`config.mk`:
```
export PLATFORM = sky130hd
export DESIGN_NAME = ldpm_div
export DESIGN_NICKNAME = d
export VERILOG_FILES = /design/src/rtl/ldpm_pkg.sv /design/src/rtl/ldpm_div.sv
export SDC_FILE = /design/constraint.sdc
export NUM_CORES = 2
export LEC_CHECK = 0
export ABC_AREA = 1
export BUFFER_PORTS_ARGS = -buffer_cell sky130_fd_sc_hd__buf_4
export CORE_MARGIN = 2
export CORE_UTILIZATION = 45
export CTS_CLUSTER_DIAMETER = 40
export DETAILED_ROUTE_END_ITERATION = 10
export MAX_ROUTING_LAYER = met4
export SYNTH_ARGS = -nofsm -noshare
export SYNTH_HDL_FRONTEND = slang
export SYNTH_SLANG_ARGS = --single-unit
```
`constraint.sdc`:
```
create_clock -name clock -period 7.8 [get_ports clock]
set_input_delay 0.78 -clock clock [delete_from_list [all_inputs] [get_ports clock]]
set_output_delay 0.78 -clock clock [all_outputs]
set_load 0.005 [all_outputs]
```
`src/rtl/ldpm_pkg.sv`:
```
`timescale 1ns / 1ps
package ldpm_pkg;

   localparam int CSR_ADDR_W = 6;
   localparam int CSR_DATA_W = 64;

   localparam logic [2:0] REG_FOCAL_X    = 3'd0;
   localparam logic [2:0] REG_FOCAL_Y    = 3'd1;
   localparam logic [2:0] REG_PRIN_X     = 3'd2;
   localparam logic [2:0] REG_PRIN_Y     = 3'd3;
   localparam logic [2:0] REG_RADIAL_K1  = 3'd4;
   localparam logic [2:0] REG_RADIAL_K2  = 3'd5;
   localparam logic [2:0] REG_RADIAL_K3  = 3'd6;
   localparam logic [2:0] REG_TANGENTIAL = 3'd7;

   localparam logic [30:0] FOCAL_RESET = 31'd65536;
   localparam logic signed [31:0] Q24_ONE = 32'sd16777216;

   localparam logic signed [65:0] SAT_HI = 66'sd2147483647;
   localparam logic signed [65:0] SAT_LO = -66'sd2147483648;

   // divider: 33 quotient bits, four per stage
   localparam int QBITS = 33;
   localparam int DIV_STEPS = 4;
   localparam int DIV_STAGES = (QBITS + DIV_STEPS - 1) / DIV_STEPS;
   localparam int DIV_LAT = DIV_STAGES + 2;
   localparam int CORE_LAT = 13;
   localparam int LATENCY = DIV_LAT + CORE_LAT;

   typedef struct packed {
      logic [30:0]        focal_x;
      logic [30:0]        focal_y;
      logic [30:0]        prin_x;
      logic [30:0]        prin_y;
      logic signed [31:0] k1;
      logic signed [31:0] k2;
      logic signed [31:0] k3;
      logic signed [31:0] p1;
      logic signed [31:0] p2;
   } cfg_type;

   // {overflow, value}
   function automatic logic [32:0] sat_q(input logic signed [65:0] v);
      if (v > SAT_HI) begin
         return {1'b1, 32'h7fff_ffff};
      end else if (v < SAT_LO) begin
         return {1'b1, 32'h8000_0000};
      end
      return {1'b0, v[31:0]};
   endfunction

   function automatic logic signed [65:0] x32(input logic signed [31:0] a);
      return {{34{a[31]}}, a};
   endfunction

   // floor(p / 2^24)
   function automatic logic signed [65:0] fl24(input logic signed [63:0] p);
      return {{26{p[63]}}, p[63:24]};
   endfunction

endpackage

```
`src/rtl/ldpm_div.sv`:
```
`timescale 1ns / 1ps
module ldpm_div (
   input  logic               clock,
   input  logic               reset,
   input  logic               in_vld,
   input  logic signed [31:0] point,
   input  logic [30:0]        center,
   input  logic [30:0]        focal,
   output logic               out_vld,
   output logic signed [31:0] quot,
   output logic               ovf
);
   import ldpm_pkg::*;

   logic [DIV_STAGES:0] vld_ff;
   logic [30:0]         rem_ff  [DIV_STAGES+1];
   logic [32:0]         low_ff  [DIV_STAGES+1];
   logic [32:0]         q_ff    [DIV_STAGES+1];
   logic [30:0]         f_ff    [DIV_STAGES+1];
   logic                neg_ff  [DIV_STAGES+1];
   logic                big_ff  [DIV_STAGES+1];

   logic signed [32:0]  diff_in;
   logic [31:0]         mag_in;
   logic [55:0]         sh_in;
   logic [30:0]         fz_in;
   logic                out_vld_ff;
   logic signed [31:0]  quot_ff;
   logic                ovf_ff;
   logic signed [65:0]  sv_in;
   logic [32:0]         res_in;

   assign diff_in = {point[31], point} - {2'b00, center};
   assign mag_in  = diff_in[32] ? 32'(-diff_in) : diff_in[31:0];
   assign sh_in   = {mag_in, 24'd0};
   assign fz_in   = (focal == '0) ? 31'd1 : focal;

   always_ff @(posedge clock) begin
      rem_ff[0] <= {8'd0, sh_in[55:33]};
      low_ff[0] <= sh_in[32:0];
      q_ff[0]   <= '0;
      f_ff[0]   <= fz_in;
      neg_ff[0] <= diff_in[32];
      big_ff[0] <= {8'd0, sh_in[55:33]} >= fz_in;
   end

   for (genvar k = 0; k < DIV_STAGES; k++) begin : g_stage
      logic [30:0] rem_in;
      logic [32:0] low_in;
      logic [32:0] q_in;

      always_comb begin
         logic [31:0] sh;
         rem_in = rem_ff[k];
         low_in = low_ff[k];
         q_in   = q_ff[k];
         for (int j = 0; j < DIV_STEPS; j++) begin
            if (k * DIV_STEPS + j < QBITS) begin
               sh     = {rem_in, low_in[32]};
               low_in = {low_in[31:0], 1'b0};
               if (sh >= {1'b0, f_ff[k]}) begin
                  rem_in = 31'(sh - {1'b0, f_ff[k]});
                  q_in   = {q_in[31:0], 1'b1};
               end else begin
                  rem_in = sh[30:0];
                  q_in   = {q_in[31:0], 1'b0};
               end
            end
         end
      end

      always_ff @(posedge clock) begin
         rem_ff[k+1] <= rem_in;
         low_ff[k+1] <= low_in;
         q_ff[k+1]   <= q_in;
         f_ff[k+1]   <= f_ff[k];
         neg_ff[k+1] <= neg_ff[k];
         big_ff[k+1] <= big_ff[k];
      end
   end

   always_comb begin
      sv_in = neg_ff[DIV_STAGES] ? -$signed({33'd0, q_ff[DIV_STAGES]})
                                 : $signed({33'd0, q_ff[DIV_STAGES]});
      if (big_ff[DIV_STAGES]) begin
         res_in = neg_ff[DIV_STAGES] ? {1'b1, 32'h8000_0000} : {1'b1, 32'h7fff_ffff};
      end else begin
         res_in = sat_q(sv_in);
      end
   end

   always_ff @(posedge clock) begin
      if (reset) begin
         vld_ff     <= '0;
         out_vld_ff <= 1'b0;
      end else begin
         vld_ff     <= {vld_ff[DIV_STAGES-1:0], in_vld};
         out_vld_ff <= vld_ff[DIV_STAGES];
      end
   end

   always_ff @(posedge clock) begin
      quot_ff <= res_in[31:0];
      ovf_ff  <= res_in[32];
   end

   assign out_vld = out_vld_ff;
   assign quot    = quot_ff;
   assign ovf     = ovf_ff;

endmodule

```
; Word level (Yosys, flattened, before mapping)
; Memories as Yosys holds them, arrays and structs flattened.
; Index checks and enable logic that the tools add are counted.
[word_totals]
register_bits = 44
ram_bits = 1290
input_bits = 97
output_inout_bits = 34
elab_cells = 160
memories = 6
[op_classes]
add_sub_neg = 36
n_lt_le_gt_ge = 36
mux = 77
n_reduce_logical = 1
[mem_list]
columns = name, depth, width, rd, rd_ports_with_merged_regs, write_ports, line_no
row1 = q_ff, 10, 33, 10, 0, 10, ldpm_div.sv:18  ; logic [32:0] q_ff [DIV_STAGES+1];
row2 = low_ff, 10, 32, 9, 0, 10, ldpm_div.sv:17  ; logic [32:0] low_ff [DIV_STAGES+1];
row3 = f_ff, 10, 31, 9, 0, 10, ldpm_div.sv:19  ; logic [30:0] f_ff [DIV_STAGES+1];
row4 = rem_ff, 10, 31, 9, 0, 10, ldpm_div.sv:16  ; logic [30:0] rem_ff [DIV_STAGES+1];
row5 = big_ff, 10, 1, 10, 0, 10, ldpm_div.sv:21  ; logic big_ff [DIV_STAGES+1];
row6 = neg_ff, 10, 1, 10, 0, 10, ldpm_div.sv:20  ; logic neg_ff [DIV_STAGES+1];
[op_table]
columns = op, n
row1 = $ge A32 B31 Y1, 33
row2 = $mux W31, 34
row3 = $sub A31 B31 Y31, 33
row4 = $mux W33, 4
row5 = $gt A66 B32 Y1 const B, 1
row6 = $lt A66 B32 Y1 const B, 1
row7 = $mux W66, 1
row8 = $neg A33 Y66, 1
row9 = $mux W32, 2
row10 = $mux W1, 36
row11 = $sub A32 B32 Y33, 1
row12 = $neg A32 Y32, 1
row13 = $ge A23 B31 Y1, 1
row14 = $logic_not A31 Y1, 1

; Logic depth before layout (Yosys ltp)
; An unclocked memory read counts as a cell.
[depth]
ltp_word = 9
mapped_depth = 71
ltp_nobuf = 67

; Least setup slack after synthesis
; Ideal clock, no wire load.
[synth_timing]
kind = reg2reg
startpoint = memory f_ff[0][1]
endpoint = memory rem_ff[1][20]
setup_ps = 114
arrival_time_ps = 8033
required_ps = 7686
setup_slack_ps = -346
path_stages_with_launch = 65
n_path_buf = 5
synth_period_minus_slack_ps = 8146
path_cell_list = dfxtp_1 -> inv_1 -> fa_1 -> nand2_1 -> inv_1 -> nand2_1 -> nand2_1 -> nand2_1 -> nand3_1 -> nand2_1 -> nand2_1 -> nand2_4 -> nand3_4 -> buf_2 -> or2_2 -> nand2_1 -> inv_1 -> ha_1 -> (+29 left out) -> nand2_1 -> ha_1 -> a21oi_1 -> o21a_1 -> o21ai_1 -> nand2_1 -> nand2_1 -> nand2_1 -> nand2_1 -> nand4_1 -> nand3_1 -> nand2_1 -> nand2_1 -> a21oi_1 -> nand3_2 -> buf_2 -> nand2_1 -> nand2_1
[synth_rtl]
columns = element, line_no
row1 = "start, declared", ldpm_div.sv:19
row2 = "end, declared", ldpm_div.sv:16

==> impl_results.md <==
* Crit-path slowest cell: fa_2
* Clk buf depth at 3
* Netlist cell types at about 80
* Layout cell share with drive strength beyond 1 at 43.5%
* Fin crit period at around 9 ns
* Synth warn at 0
* Worst path most repeated cell: nand2_2
* Largest net degree at the start of global routing at 37
* Via count at approximately 120k
* Max-Slew Margin vs Limit at between 10% and 20%
* Most frequent cell after synthesis: nand2_1
* CTS tree: yes
* Die Footprint at around 200000 µm²
* Mapped Avg Cell Area at 6.20 µm²
* Register area share after synthesis at ~18%
* Remaining DRCs at 0
* Setup-failing EPs final at between 200 and 300
* Netlist Area Pre-Place at between 80000 and 90000 µm²
* Status: complete, but fails checks
* Via-to-Cell Ratio at about 5.3
* Clock Sink Count at 806
* CTS clock-pin slew for the worst setup and hold paths at approximately 0.07 ns
* Initial antenna violation count at 26
* Remaining antenna violation count at 0
* Worst slew pin tran at 1.32 ns
* Final Max Slew Viols at 0
* Crit path capture type: flip-flop
* Crit path launch type: flip-flop
* GR Util All Layers at about two fifths
* Inst Count DP at roughly 22000
* DR pass1 iterations at 8
* Syn Inst Count at around 14000
* Post-DP HPWL at approximately 340000 µm
* EDFF count, synth at 0
* Largest area contributor in the netlist: dfxtp_1
* Max_cap viols at 0
* Final std cells w/o fill at 22800
* Worst hold path type: in2reg
* Root Driver: clkbuf_16
* First-pass GRT wire length at roughly 620000 µm
* WP data required at approximately 8.5 ns
* Hold buffers post-CTS at 0
* RSZ-0062 raised after global routing: yes
* Ys flop type: dfxtp_1
* Routed WL per cell at 19.8 µm
* Initial drt markers at around 10000
* Horiz. Die Dim at roughly 450 µm
* Top-area cell type share of the netlist area at a little under a fifth
* Synth async-reset ratio at 0%
* Remaining global-route overflow at 0
* Syn nets at around 15000
* Die H at 448 µm
* Area Growth Syn to Fin at 76.5%
* Clk_skew at around 0.06 ns
* Kind of critical path: reg2reg
* Nets at 21200
* Fmax at 0.114 GHz
* # IOs at between 100 and 150
* Synth Register Bits at 806
* Vias in the first global route at 112000
* WP data arrival at roughly 9.5 ns
* Commonest cells post-synth: nand2_1 (4221), inv_1 (1804), a21oi_1 (1178)
* Post-route setup slack at -0.977 ns
* Failing checks: negative setup slack
* Hold Worst Slack at 0.0691 ns
* Row count at between 150 and 200
* Fin crit share at 113%
* CTS Buf Count at roughly 140
* Port bufs at 130
* R2R Setup Slk at -0.98 ns
* Initial Util at ~45%
* GPL Wtd Cong at around 1.1
* Largest cells by area after synthesis: dfxtp_1 (18%), nand2_1 (18%), ha_1 (15%), inv_1 (7.6%), a21oi_1 (6.6%)
* Worst path max stage delay at 0.40 ns
* # fillers at ~14000
* Routed WL at between 400000 and 500000 µm
* Core ar. at 197000 µm²
* Final Hold Vio Count at 0
* H-tree depth at 4
* Crit path max fanout at 8
* Clock Latency Late Sink at between 0.8 and 0.9 ns
-- through the flow --
step | area (µm²) | utilization, % | setup slack, ns | setup TNS, ns
3_5_place_dp | 131000 | 66.7 | -1.76 | -293.21
3_3_place_gp | 131000 | 66.7 | -1.70 | -270.49
6_report | 157000 | 79.6 | -0.977 | -140.34
5_1_grt | 157000 | 79.6 | -1.32 | -237.22
4_1_cts | 144000 | 73.1 | -0.835 | -124.28
2_1_floorplan | 88900 | - | 0.000926 | 0
-- logic make-up after synthesis --
family                   after synthesis  share of synthesized area (%)
AO/OA/AOI/OAI                       2774                           17.4
XOR/XNOR                             848                           8.36
adder cells (fa/ha/maj)             1071                           15.2
buffers and inverters               2093                           9.36
flip-flops                           806                           18.2
multiplexers                           1                         0.0113
AND/OR/NAND/NOR                     6734                           31.5
-- layer usage --
| layer | vias to the layer above | track usage (%) | wire length [µm] |
|---|---|---|---|
| met5 | - | - | 0 |
| met4 | 0 | 26.4 | 37200 |
| met3 | 1754 | 6.79 | 36600 |
| met2 | 5302 | 64.5 | 202000 |
| met1 | 56100 | 49.0 | 176000 |
| li1 | 58600 | - | - |
-- layout make-up --
| type | instances | area, µm² | area share (%) |
|---|---|---|---|
| Timing Repair Buffer | 5816 | 47000 | 30.0 |
| Clock inverter | 102 | 1390 | 0.889 |
| Sequential cell | 806 | 16400 | 10.5 |
| Clock buffer | 154 | 3630 | 2.32 |
| Timing Repair inverter | 4 | 66.3 | 0.0423 |
| Tap cell | 2640 | 3300 | 2.11 |
| Antenna cell | 47 | 118 | 0.0750 |
| Inverter | 1846 | 7100 | 4.53 |
| Multi-Input combinational cell | 11400 | 77700 | 49.6 |
-- repair_timing --
action	4_1_cts	5_1_grt
gates resized for setup	1355	2246
pin swaps	283	665
gates cloned	32	58
buffers inserted	195	285
setup endpoints to repair	256	256
-- state kept, by name, summed over array words and instances, names as in the netlist --
name / count
vld_ff: 10
ovf: 1
low_ff: 15
out_vld: 1
neg_ff: 10
quot: 32
big_ff: 10
rem_ff: 271
f_ff: 279
q_ff: 177
-- path summary, 6_finish.rpt --
| check | cells past startpoint | start | endpoint |
|---|---|---|---|
| setup / recovery | 64 | low_ff[0][31] | rem_ff[1][17] |
| hold / removal | 1 | focal[14] | f_ff[0][14] |
| setup reg to reg | 64 | low_ff[0][31] | rem_ff[1][17] |
| hold reg to reg | 0 | q_ff[5][3] | q_ff[6][7] |
-- cell usage in the layout, fill, tap and decap left out, types with 50 or more instances in the layout --
cell / Yosys / final
buf_4: 36 / 5495
nand2_1: 4221 / 3569
inv_1: 1804 / 1656
nor2_1: 1166 / 1009
a21oi_1: 1178 / 768
ha_1: 1055 / 671
dfxtp_1: 806 / 665
nand3_1: 661 / 563
nand2_2: 29 / 496
o21ai_0: 859 / 467
xor2_1: 454 / 452
xnor2_1: 394 / 389
a21oi_2: 13 / 377
ha_4: 0 / 363
o21ai_1: 140 / 262
o21ai_2: 42 / 242
nand4_1: 195 / 195
clkbuf_16: 0 / 185
nand2_4: 4 / 183
inv_2: 31 / 151
a21o_1: 126 / 126
nor3_1: 178 / 123
nor2_2: 23 / 122
buf_6: 17 / 113
buf_12: 1 / 103
dfxtp_2: 0 / 97
nand3_2: 15 / 85
or2_2: 90 / 82
o21bai_1: 94 / 78
o21ai_4: 0 / 70
nor2_4: 7 / 66
o21a_1: 64 / 62
nand3b_1: 52 / 52
a31oi_1: 65 / 50
-- worst max-delay path: cells and delay by family (launching register included) --
family / cells / cell delay, ns
compound gates: 8 / 1.34
simple gates: 38 / 3.83
flops: 1 / 0.33
buf+inv: 13 / 1.66
fa+ha+maj: 5 / 1.46
Power is not shown: default switching activity piles up to over one toggle a cycle in this logic, so the estimate is an artifact.
