`src/rtl/ldpm_pkg.sv`:
```
`timescale 1ns / 1ps
package ldpm_pkg;

   localparam int CSR_ADDR_W = 6;
   localparam int CSR_DATA_W = 64;

   localparam logic [2:0] REG_FOCAL_X    = 3'd0;
   localparam logic [2:0] REG_FOCAL_Y    = 3'd1;
   localparam logic [2:0] REG_PRIN_X     = 3'd2;
   localparam logic [2:0] REG_PRIN_Y     = 3'd3;
   localparam logic [2:0] REG_RADIAL_K1  = 3'd4;
   localparam logic [2:0] REG_RADIAL_K2  = 3'd5;
   localparam logic [2:0] REG_RADIAL_K3  = 3'd6;
   localparam logic [2:0] REG_TANGENTIAL = 3'd7;

   localparam logic [30:0] FOCAL_RESET = 31'd65536;
   localparam logic signed [31:0] Q24_ONE = 32'sd16777216;

   localparam logic signed [65:0] SAT_HI = 66'sd2147483647;
   localparam logic signed [65:0] SAT_LO = -66'sd2147483648;

   // divider: 33 quotient bits, four per stage
   localparam int QBITS = 33;
   localparam int DIV_STEPS = 4;
   localparam int DIV_STAGES = (QBITS + DIV_STEPS - 1) / DIV_STEPS;
   localparam int DIV_LAT = DIV_STAGES + 2;
   localparam int CORE_LAT = 13;
   localparam int LATENCY = DIV_LAT + CORE_LAT;

   typedef struct packed {
      logic [30:0]        focal_x;
      logic [30:0]        focal_y;
      logic [30:0]        prin_x;
      logic [30:0]        prin_y;
      logic signed [31:0] k1;
      logic signed [31:0] k2;
      logic signed [31:0] k3;
      logic signed [31:0] p1;
      logic signed [31:0] p2;
   } cfg_type;

   // {overflow, value}
   function automatic logic [32:0] sat_q(input logic signed [65:0] v);
      if (v > SAT_HI) begin
         return {1'b1, 32'h7fff_ffff};
      end else if (v < SAT_LO) begin
         return {1'b1, 32'h8000_0000};
      end
      return {1'b0, v[31:0]};
   endfunction

   function automatic logic signed [65:0] x32(input logic signed [31:0] a);
      return {{34{a[31]}}, a};
   endfunction

   // floor(p / 2^24)
   function automatic logic signed [65:0] fl24(input logic signed [63:0] p);
      return {{26{p[63]}}, p[63:24]};
   endfunction

endpackage

```
`src/rtl/ldpm_csr.sv`:
```
`timescale 1ns / 1ps
module ldpm_csr (
   input  logic                            clock,
   input  logic                            reset,
   input  logic                            psel,
   input  logic                            penable,
   input  logic                            pwrite,
   input  logic [ldpm_pkg::CSR_ADDR_W-1:0] paddr,
   input  logic [ldpm_pkg::CSR_DATA_W-1:0] pwdata,
   output logic [ldpm_pkg::CSR_DATA_W-1:0] prdata,
   output logic                            pready,
   output ldpm_pkg::cfg_type               cfg
);
   import ldpm_pkg::*;

   cfg_type    cfg_ff;
   logic       wr_en;
   logic [2:0] idx;

   assign pready = 1'b1;
   assign wr_en  = psel && penable && pwrite;
   assign idx    = paddr[5:3];
   assign cfg    = cfg_ff;

   always_ff @(posedge clock) begin
      if (reset) begin
         cfg_ff.focal_x <= FOCAL_RESET;
         cfg_ff.focal_y <= FOCAL_RESET;
         cfg_ff.prin_x  <= '0;
         cfg_ff.prin_y  <= '0;
         cfg_ff.k1      <= '0;
         cfg_ff.k2      <= '0;
         cfg_ff.k3      <= '0;
         cfg_ff.p1      <= '0;
         cfg_ff.p2      <= '0;
      end else if (wr_en) begin
         case (idx)
            REG_FOCAL_X:    cfg_ff.focal_x <= pwdata[30:0];
            REG_FOCAL_Y:    cfg_ff.focal_y <= pwdata[30:0];
            REG_PRIN_X:     cfg_ff.prin_x  <= pwdata[30:0];
            REG_PRIN_Y:     cfg_ff.prin_y  <= pwdata[30:0];
            REG_RADIAL_K1:  cfg_ff.k1      <= pwdata[31:0];
            REG_RADIAL_K2:  cfg_ff.k2      <= pwdata[31:0];
            REG_RADIAL_K3:  cfg_ff.k3      <= pwdata[31:0];
            REG_TANGENTIAL: begin
               cfg_ff.p1 <= pwdata[31:0];
               cfg_ff.p2 <= pwdata[63:32];
            end
            default: ;
         endcase
      end
   end

   always_comb begin
      case (idx)
         REG_FOCAL_X:    prdata = {33'd0, cfg_ff.focal_x};
         REG_FOCAL_Y:    prdata = {33'd0, cfg_ff.focal_y};
         REG_PRIN_X:     prdata = {33'd0, cfg_ff.prin_x};
         REG_PRIN_Y:     prdata = {33'd0, cfg_ff.prin_y};
         REG_RADIAL_K1:  prdata = {32'd0, cfg_ff.k1};
         REG_RADIAL_K2:  prdata = {32'd0, cfg_ff.k2};
         REG_RADIAL_K3:  prdata = {32'd0, cfg_ff.k3};
         REG_TANGENTIAL: prdata = {cfg_ff.p2, cfg_ff.p1};
         default:        prdata = '0;
      endcase
   end

   a_focal_wr: assert property (@(posedge clock) disable iff (reset)
      wr_en && idx == REG_FOCAL_X |=> cfg_ff.focal_x == $past(pwdata[30:0]))
      else $error("focal_x write lost");

endmodule

```
`config.mk`:
```
export PLATFORM = sky130hd
export DESIGN_NAME = ldpm_csr
export DESIGN_NICKNAME = d
export VERILOG_FILES = /design/src/rtl/ldpm_pkg.sv /design/src/rtl/ldpm_csr.sv
export SDC_FILE = /design/constraint.sdc
export NUM_CORES = 1
export LEC_CHECK = 0
export BUFFER_PORTS_ARGS = -buffer_cell sky130_fd_sc_hd__buf_2
export CAP_MARGIN = 20
export CORE_AREA = 2 2 164 166
export CTS_CLUSTER_DIAMETER = 120
export DETAILED_ROUTE_END_ITERATION = 16
export DIE_AREA = 0 0 166 168
export HOLD_SLACK_MARGIN = 0.08
export MAX_ROUTING_LAYER = met4
export PLACE_DENSITY = 0.77
export SETUP_SLACK_MARGIN = 0.5
export SLEW_MARGIN = 25
export SYNTH_ARGS = -nofsm -noshare
export SYNTH_HDL_FRONTEND = slang
export SYNTH_SLANG_ARGS = --single-unit
```
`constraint.sdc`:
```
create_clock -name clock -period 1.94 [get_ports clock]
set_input_delay 0.291 -clock clock [delete_from_list [all_inputs] [get_ports clock]]
set_output_delay 0.291 -clock clock [all_outputs]
set_load 0.01 [all_outputs]
```
# Word-level counts from Yosys, hierarchy flattened
# Index checks and enable logic that the tools add are counted.
dict set report op_classes {
  muxes 1
  eq_ne 7
  reduce_logical 11
}
# operator n
set op_table {}
lappend op_table {{case mux 64 bit (8 select lines)} 1}
lappend op_table {{AND reduction 2 bit} 8}
lappend op_table {{equality test 3 bit (second input constant)} 4}
lappend op_table {{equality test 3 x 2 -> 1 bit (second input constant)} 2}
lappend op_table {{equality test 3 x 1 -> 1 bit (second input constant)} 1}
lappend op_table {{logical NOT 3 bit} 1}
lappend op_table {{logical AND 1 bit} 2}
dict set report totals {
  output_inout_bits 349
  word_cells 28
  ff_bits 284
  in_bits 75
}

# Longest topological paths before layout
# Gate-level depths: netlist of run 1.
dict set report depth {
  word_depth 3
  depth_mapped 7
  mapped_depth_nobuf 4
}

# Worst setup path before layout of run 1
# OpenSTA, ideal clock, no wires.
dict set report synth_path {
  path_type {input -> output}
  startpoint {input paddr[4] (netlist bit)}
  endpoint {output prdata[10] (netlist bit)}
  setup_slack_ns 0.273
  path_buffers 2
  cell_stages 6
  required_ns 1.649
  t_arrival_ns 1.376
  cell_sequence {buf_6 > buf_6 > mux2_2 > a22o_1 > a221oi_1 > nor2_1}
}
dict set report synth_between {
  elab_chain_len 2
  elab_cells_between_ends 9
  classes_between {eq/ne (7); mux (1); reduce/logical (1)}
}
# element line
set synth_rtl {}
lappend synth_rtl {{start: declaration} ldpm_csr.sv:8} ;# input logic [ldpm_pkg::CSR_ADDR_W-1:0] paddr,
lappend synth_rtl {{equality test 3 bit (tied with other cells)} ldpm_csr.sv:55} ;# case (idx)
lappend synth_rtl {{case mux 64 bit (8 select lines) (*)} ldpm_csr.sv:55}
lappend synth_rtl {{end: declaration} ldpm_csr.sv:10} ;# output logic [ldpm_pkg::CSR_DATA_W-1:0] prdata,
# Every way passes the cells marked *; elsewhere a longest branch is shown, timed or not.

# Worst setup path after layout of run 1
dict set report layout_path {
  startpoint {register cfg_ff, in the netlist cfg[37]}
  endpoint {output prdata[5] (netlist bit)}
}
dict set report layout_between {
  elab_chain_len 1
}
# element line
set layout_rtl {}
lappend layout_rtl {{start: declaration} ldpm_csr.sv:16} ;# cfg_type cfg_ff;
lappend layout_rtl {{case mux 64 bit (8 select lines)} ldpm_csr.sv:55}
# No other way between the ends.

==> results of run 1 <==
-- per-stage QoR --
stage / instance area (sq um) / utilization (%) / setup TNS (ns)
6_report: 18600 / 70.6 / -2.67
5_1_grt: 18600 / 70.6 / -3.90
4_1_cts: 18300 / 69.4 / -3.05
3_5_place_dp: 15500 / 58.8 / -0.924
3_3_place_gp: 15500 / 58.8 / -0.620
2_1_floorplan: 12900 / - / 0
-- repair_timing --
action / in CTS / in global routing
resized for setup: 185 / 67
pin swaps: 62 / 22
hold buffers: 64 / 0
buffers inserted: 72 / 3
hold endpoints to repair: 280 / 0
cloned: 3 / 0
endpoints found under the setup margin: 68 / 94
-- cells by family (layout without fill, tap and decap cells) --
| family | after synthesis | in the layout | share of synthesized area [%] |
|---|---|---|---|
| other | 1 | 2 | 0.0302 |
| flip-flops | 284 | 284 | 45.7 |
| AND/OR/NAND/NOR | 695 | 695 | 22.6 |
| multiplexers | 59 | 59 | 5.08 |
| AO/OA/AOI/OAI | 388 | 388 | 18.4 |
| buffers and inverters | 192 | 722 | 8.11 |
-- worst max-delay path, stage by stage, from the launching register on --
cell      delay [ns]
dfxtp_2         0.33
mux2_4          0.26
a22o_1          0.19
a221oi_2        0.32
nor2_1          0.06
buf_2           0.14
-- path summary, 6_finish.rpt --
kind	cells past startpoint	slack, ns	to	from
max reg2reg	3	1.12	cfg[116]$_SDFFE_PP0P_	cfg[116]$_SDFFE_PP0P_
min reg2reg	2	0.47	cfg[8]$_SDFFE_PP0P_	cfg[8]$_SDFFE_PP0P_
min	2	0.32	cfg[243]$_SDFFE_PP0P_	reset
max	5	-0.19	prdata[5]	cfg[37]$_SDFFE_PP0P_
-- cell usage after synthesis, types with 21 or more instances --
library cell	n
clkbuf_1	55
buf_6	21
a22o_1	30
mux2_2	22
mux2i_1	35
nand2_1	570
a221oi_1	48
dfxtp_1	284
inv_1	27
and2_1	34
a21oi_1	291
nor2_1	61
buf_2	80
-- per-layer routing --
| metal | GRT usage [%] | vias to the layer above | part of all wire, % |
|---|---|---|---|
| met5 | - | - | 0 |
| met4 | 21.0 | 0 | 6.2 |
| met3 | 6.21 | 258 | 10 |
| met2 | 59.1 | 1096 | 47 |
| met1 | 41.7 | 6671 | 36 |
| li1 | - | 6371 | - |
-- layout by cell type (no fill, tap or decap), types with 13 or more instances in the layout --
master           n
a21oi_1        283
dfxtp_2         78
nor2_1          51
mux2i_1         35
a221oi_2        48
dlygate4sd3_1   64
buf_6           85
nand2_1        569
clkbuf_16       29
inv_1           25
buf_4          111
and2_4          33
dfxtp_1        204
buf_12          38
mux2_4          13
buf_2          343
a22o_1          30
-- power by group --
group | internal, mW | switching, mW
registers | 5.87 | 0.0370
clock network | 3.16 | 2.33
logic | 0.538 | 0.707
-- final cells by class --
cell class	instances	area (sq um)	area share, %
Sequential cell	284	5790	31.1
Clock buffer	42	855	4.59
Timing Repair Buffer	646	5020	27.0
Inverter	27	101	0.545
Clock inverter	7	66.3	0.356
Tap cell	341	427	2.29
Multi-Input combinational cell	1143	6350	34.1
Antenna cell	1	2.50	0.0134
==> out/results.ini, run 1 <==
[run_status]
outcome=complete, but fails checks
violations=setup timing

[drt]
route.detailed.drc=0
vias_per_cell=5.78
detail_route.iter0.violations=1722
firstDrtPassIters=6
wire_per_inst_um=21.1
finalWirelength_um=52700
vias=14396
antenna_left=0

[logic_synthesis]
synth_area_leader_cell=dfxtp_1
synth_seq_cells=284
synth_edf_count=0
ys_warn_count=0
synth_nets=1694
syn_inst=1619
synth_area_per_cell_sq_um=7.68
synthTopCellsByArea=dfxtp_1 (46%), nand2_1 (17%), a21oi_1 (12%), a221oi_1 (3.4%), buf_2 (3.2%)
async_flop_share_pct=0
yosysTopAreaCellShare_pct=45.7
syn_area_sq_mm=0.0124
synth_top_flop_cell=dfxtp_1
seq_area_frac_synth_pct=45.7
synth_cell_types=37

[pwr]
ir_drop_mv=0.708
p_per_area_mw_per_mm2=679
totalPowerFinal_mw=12.6
leakage_nw=8.00

[die]
die_y_um=168
dieArea_sq_mm=0.0279
coreArea_sq_mm=0.0264
die_x_um=166
rows=60
initial_utilization_pct=47.2
boundaryPins=424

[timing]
rsz0062_at_grt=yes
min_period_ns=2.13
setup_slack_ns=-0.191
setup_viol=23
fmax_mhz=469
hold_slack_ns=0.321
period_share_pct=110
hold_viol_final=0
finClkSkew_ns=0
maxSlewViolCount=0
max_slew_margin_pct=59.2
worstMarginPinSlew_ns=0.613

[placement]
place_inst=2299
hpwl_um=32700
io_buffers=419
dpl_worst_slack_ns=-0.100
place_congestion=0.904

[critical_path]
cp_data_required_time_ns=1.65
crit_arrival_ns=1.84
setup.worst_path.start_class=register
endpoint_kind=output port
critical_path_class=register to output port
cp_max_fo=3

[cts]
clock_latency_ns=0.54
cts_tree=done
clockRootBuffer=clkbuf_16
clk_path_buf_depth=3
cts_htree_levels=1
cts-buffers-inserted=29
cts.clk_slew.worst_paths_ns=0.06
clock-sinks=284

[finish]
drive_gt1_share_pct=39.9
area_delta_synth_final_pct=49.7
num-nets-final=2206
n_fill_cell=1920
largest_reg_flops=284
finalNonFillerCells=2491

[global_route]
grt-ovfl-total=0
grtUsageTotal_pct=36.0
grt_max_degree=75
grt_pass1_vias=14009
antenna_found_initial=1
grt_first_pass_wirelength_um=78000

[flow_run]
max_cap_viol_count=0

[min_path]
hp-class=primary input to register

(Power assumes the default switching activity.)
==> inputs of run 2 (changes only) <==
- BUFFER_PORTS_ARGS: -buffer_cell sky130_fd_sc_hd__buf_2 -> unset
- CORE_AREA: 2 2 164 166 -> 2 2 163 165
- DIE_AREA: 0 0 166 168 -> 0 0 165 167
- DONT_BUFFER_PORTS: unset -> 1
- PLACE_DENSITY: 0.77 -> 0.64
==> out/results.ini, run 2 (synthesis gave the netlist of run 1 again) <==
[drt]
met2_length_um=22100  ; -11%
firstDrtPassIters=7  ; +1
detail_route.iter0.violations=904  ; -48%
antenna_left=0  ; unchanged
finalWirelength_um=45600  ; -13%
vias=11646  ; -19%
wire_per_inst_um=23.0  ; +8.8%
top_layer_used=met4
wl_met3_um=4320  ; -21%
vias_per_cell=5.87  ; +1.6%
route.detailed.drc=0  ; unchanged
met1_length_um=17800  ; -6.4%

[flow_run]
max_cap_viol_count=0  ; unchanged

[cts]
clock-sinks=284  ; unchanged
cts_htree_levels=1  ; unchanged
cts_tree=done
cts-buffers-inserted=29  ; unchanged
clockRootBuffer=clkbuf_16
cts.clk_slew.worst_paths_ns=0.06  ; about the same
clk_path_buf_depth=3  ; unchanged
clock_latency_ns=0.53  ; about the same

[die]
die_y_um=167  ; -0.60%
initial_utilization_pct=48.2  ; +1.1 points
die_x_um=165  ; -0.60%
boundaryPins=424  ; unchanged
dieArea_sq_mm=0.0276  ; -1.2%
coreArea_sq_mm=0.0258  ; -2.2%
rows=59  ; -1.7%

[critical_path]
crit_arrival_ns=1.86  ; +0.02 ns
slowest_stage=dfxtp_2
cpPeakStageDelay_ns=0.36  ; +0.03 ns
endpoint_kind=output port
setup.worst_path.start_class=register
crit_family=compound AO/OA/AOI/OAI gates
critical_path_class=register to output port
cp_max_fo=3  ; unchanged
cp_data_required_time_ns=1.65  ; about the same
critPathBufInv=1  ; unchanged
path_cells=mux2_4, a22o_1, a221oi_2, nor2_1, buf_4

[finish]
most-common-layout-cells=nand2_1 (569), a21oi_1 (286), dfxtp_1 (167)
area_delta_synth_final_pct=21.6
diodes=0  ; -1
drive_gt1_share_pct=20.8  ; -19 points
largest_reg_flops=284  ; unchanged
num-nets-final=1703  ; -23%
final_common_cell=nand2_1
n_fill_cell=2307  ; +20%

[placement]
io_buffers=0  ; -100%
hpwl_um=27300  ; -16%
place_congestion=0.834  ; -7.7%
dpl_worst_slack_ns=0.147  ; +0.248 ns

[timing]
setup_slack_ns=-0.207  ; -0.0161 ns
setup_viol=21  ; -8.7%
hold_slack_ns=-0.183  ; -0.504 ns
min_period_ns=2.15  ; +0.0161 ns
finClkSkew_ns=0  ; unchanged
tns_ns=-1.42  ; +1.26 ns
period_share_pct=111  ; +0.83 points
rsz0062_at_grt=yes
hold_viol_final=108  ; +108
maxSlewViolCount=0  ; unchanged
fmax_mhz=466  ; -0.75%
worstMarginPinSlew_ns=0.920  ; +0.307 ns
max_slew_margin_pct=38.7  ; -20 points

[pwr]
ir_drop_mv=0.693  ; -2.2%
p_per_area_mw_per_mm2=810  ; +19%
totalPowerFinal_mw=12.2  ; -3.2%
leakage_nw=5.23  ; -35%

[run_status]
violations=hold timing, setup timing
outcome=complete, but fails checks

[global_route]
grt_first_pass_wirelength_um=66400  ; -15%
grt_pass1_vias=10957  ; -22%
antenna_found_initial=0  ; -1
grt_max_degree=285  ; +280%
grtUsageTotal_pct=32.0  ; -4.0 points
grt-ovfl-total=0  ; unchanged

[min_path]
hp-class=primary input to register

-- run 2: changes by cell type in the layout (fill, tap and decap cells not counted), moves of 26 or more --
cell	before	now
dfxtp_1	204	167
buf_12	38	9
buf_6	85	0
and2_1	0	26
and2_4	33	7
buf_4	111	28
buf_2	343	0
dlygate4sd3_1	64	106
-- run 2: path summary, 6_finish.rpt --
path                                            start  slack [ns]               endpoint  cells after the start
worst max-delay path            cfg[111]$_SDFFE_PP0P_       -0.21             prdata[15]                      5
worst min-delay path                            reset       -0.18  cfg[142]$_SDFFE_PP0P_                      1
worst max register to register  cfg[118]$_SDFFE_PP0P_        0.58  cfg[118]$_SDFFE_PP0P_                      3
worst min register to register    cfg[6]$_SDFFE_PP0P_        0.49    cfg[6]$_SDFFE_PP0P_                      2
-- run 2: final cells by class --
| type | count | area [sq um] | share of cell area [%] |
|---|---|---|---|
| clock buffers | 39 | 823 | 5.45 |
| clock inverters | 12 | 144 | 0.952 |
| inverters | 27 | 101 | 0.671 |
| repair buffers | 143 | 1450 | 9.61 |
| multi-input cells | 1143 | 6270 | 41.5 |
| flip-flops and latches | 284 | 5900 | 39.0 |
| well taps | 335 | 419 | 2.77 |
-- run 2: metrics by stage --
stage,util [%],instance area [sq um],std cells
CTS,56.3,14500,1926
global placement,49.4,12700,1825
floorplan,-,12900,1619
detailed placement,49.4,12700,1825
global route,58.7,15100,1983
finish,58.7,15100,1983
-- run 2: routing by layer --
layer,vias to the layer above,track usage (%)
met5,-,-
met4,0,10.8
met3,97,7.37
met2,569,53.1
met1,5602,38.1
li1,5378,-
-- run 2: worst register-to-register path: stages, from the launching register on --
cell and delay, ns:
dfxtp_1 0.52, nand2_1 0.08, a21oi_1 0.14, dlygate4sd3_1 0.56
-- run 2: timing repair --
action | CTS | global route
setup buffers | 0 | 1
endpoints found under the setup margin | 60 | 49
pin swaps | 33 | 17
endpoints found under the hold margin | 284 | 250
hold buffers | 50 | 56
resized for setup | 166 | 22
-- run 2: where the power goes --
group | total [mW] | internal, mW | switching (mW)
clock network | 5.73 | 3.36 | 2.37
registers | 5.91 | 5.84 | 0.0688
logic | 0.596 | 0.267 | 0.329
total | 12.2 | 9.47 | 2.77
==> inputs of run 3 (changes only) <==
- clock period: 1.94 -> 2.14 ns (I/O delays scaled with it)
==> out/results.ini, run 3 (synthesis gave the netlist of run 1 again) <==
[finish]
most-common-layout-cells=nand2_1 (570), a21oi_1 (286), dlygate4sd3_1 (235)
num-nets-final=1826  ; +7.2%
largest_reg_flops=284  ; unchanged
finalNonFillerCells=2111  ; +6.5%
n_fill_cell=2149  ; -6.8%
final_common_cell=nand2_1
drive_gt1_share_pct=16.8  ; -4.0 points
final-seq-area_sq_mm=0.00591  ; +0.25%
multi_input_area_sq_mm=0.00631  ; +0.68%
area_delta_synth_final_pct=32.0

[pwr]
leakage_nw=6.19  ; +18%
p_per_area_mw_per_mm2=675  ; -17%
ir_drop_mv=0.656  ; -5.3%

[cts]
cts.clk_slew.worst_paths_ns=0.06  ; about the same
clock-sinks=284  ; unchanged
clk_path_buf_depth=3  ; unchanged
cts_tree=done
cts-buffers-inserted=31  ; +6.9%
cts_setup_buffers=0  ; unchanged
clockRootBuffer=clkbuf_16
cts_htree_levels=1  ; unchanged
clock_latency_ns=0.55  ; +0.02 ns

[timing]
fmax_mhz=477
period_share_pct=98.0
min_period_ns=2.10
maxSlewViolCount=0  ; unchanged
setup_viol=0  ; -100%
tns_ns=0  ; +1.42 ns
worstMarginPinSlew_ns=1.02  ; +0.0958 ns
rsz0062_at_grt=yes
hold_viol_final=33  ; -69%
finClkSkew_ns=0  ; unchanged
max_slew_margin_pct=32.3  ; -6.4 points
hold_slack_ns=-0.161  ; +0.0216 ns

[critical_path]
setup.worst_path.start_class=register
endpoint_kind=output port
cp_data_required_time_ns=1.82  ; +0.17 ns
cp_max_fo=3  ; unchanged
critical_path_class=register to output port
crit_arrival_ns=1.78  ; -0.08 ns

[run_status]
violations=hold timing
outcome=complete, but fails checks

[placement]
place_congestion=0.854  ; +2.4%
hpwl_um=27000  ; -1.3%
place_inst=1818  ; -0.38%
io_buffers=0  ; unchanged

[flow_run]
max_cap_viol_count=0  ; unchanged

[global_route]
grtUsageTotal_pct=33.2  ; +1.1 points
grt-ovfl-total=0  ; unchanged
antenna_found_initial=0  ; unchanged
grt_max_degree=285  ; unchanged
grt_first_pass_wirelength_um=68800  ; +3.7%
grt_pass1_vias=11485  ; +4.8%

[drt]
detail_route.iter0.violations=1137  ; +26%
vias_per_cell=5.86  ; -0.25%
vias=12367  ; +6.2%
route.detailed.drc=0  ; unchanged
antenna_left=0  ; unchanged
finalWirelength_um=48100  ; +5.4%
firstDrtPassIters=5  ; -2
wire_per_inst_um=22.8  ; -0.96%

[die]
dieArea_sq_mm=0.0276  ; unchanged
die_y_um=167  ; unchanged
rows=59  ; unchanged
initial_utilization_pct=48.2  ; unchanged
die_x_um=165  ; unchanged
boundaryPins=424  ; unchanged
coreArea_sq_mm=0.0258  ; unchanged

[min_path]
hp-class=primary input to register

## run 3: area by class of cell
cell class                      count  area share [%]
Inverter                           27           0.618
Timing Repair Buffer              264            16.3
Sequential cell                   284            36.0
Multi-Input combinational cell   1143            38.5
Antenna cell                        1          0.0152
Clock buffer                       50            5.77
Clock inverter                      7           0.259
Tap cell                          335            2.55
## run 3: repair_timing
action,CTS,global route
pin swaps,31,23
setup endpoints to repair,32,135
resized for setup,124,81
hold buffers,145,90
hold endpoints to repair,284,140
## run 3: metrics by stage
| step | power [mW] | instance area (sq um) | utilization (%) | worst slack [ns] |
|---|---|---|---|---|
| after floorplan | 6.00 | 12800 | - | 0.464 |
| after global placement | 5.87 | 12600 | 48.9 | 0.321 |
| after detailed placement | 5.87 | 12600 | 48.9 | 0.289 |
| after CTS | 11.0 | 15300 | 59.3 | 0.0174 |
| after global routing | 11.4 | 16400 | 63.7 | -0.0175 |
| final | 11.1 | 16400 | 63.7 | 0.0435 |
## run 3: path summary, 6_finish.rpt
kind                         startpoint                    end  slack (ns)  cells after the start
setup / recovery  cfg[111]$_SDFFE_PP0P_             prdata[15]        0.04                      4
hold / removal                    reset   cfg[87]$_SDFFE_PP0P_       -0.16                      1
setup reg to reg  cfg[283]$_SDFFE_PP0P_  cfg[283]$_SDFFE_PP0P_        0.75                      3
hold reg to reg   cfg[136]$_SDFFE_PP0P_  cfg[136]$_SDFFE_PP0P_        0.49                      2
## run 3: critical path, cell delays in order, from the launching register on
cell	delay (ns)
dfxtp_4	0.37
mux2_4	0.27
a22o_1	0.19
a221oi_2	0.27
nor2_2	0.12
## run 3: layer usage
metal | track usage [%] | part of all wire, % | vias to the layer above
met5 | - | 0 | -
met4 | 12.5 | 4.4 | 0
met3 | 9.66 | 11 | 154
met2 | 54.3 | 48 | 661
met1 | 38.2 | 37 | 5920
li1 | - | - | 5632
## run 3: power by group
| part | total (mW) | leakage, nW | internal [mW] | switching, mW |
|---|---|---|---|---|
| clock network | 5.23 | 0.493 | 3.01 | 2.22 |
| registers | 5.33 | 2.35 | 5.27 | 0.0641 |
| logic | 0.520 | 3.35 | 0.235 | 0.285 |
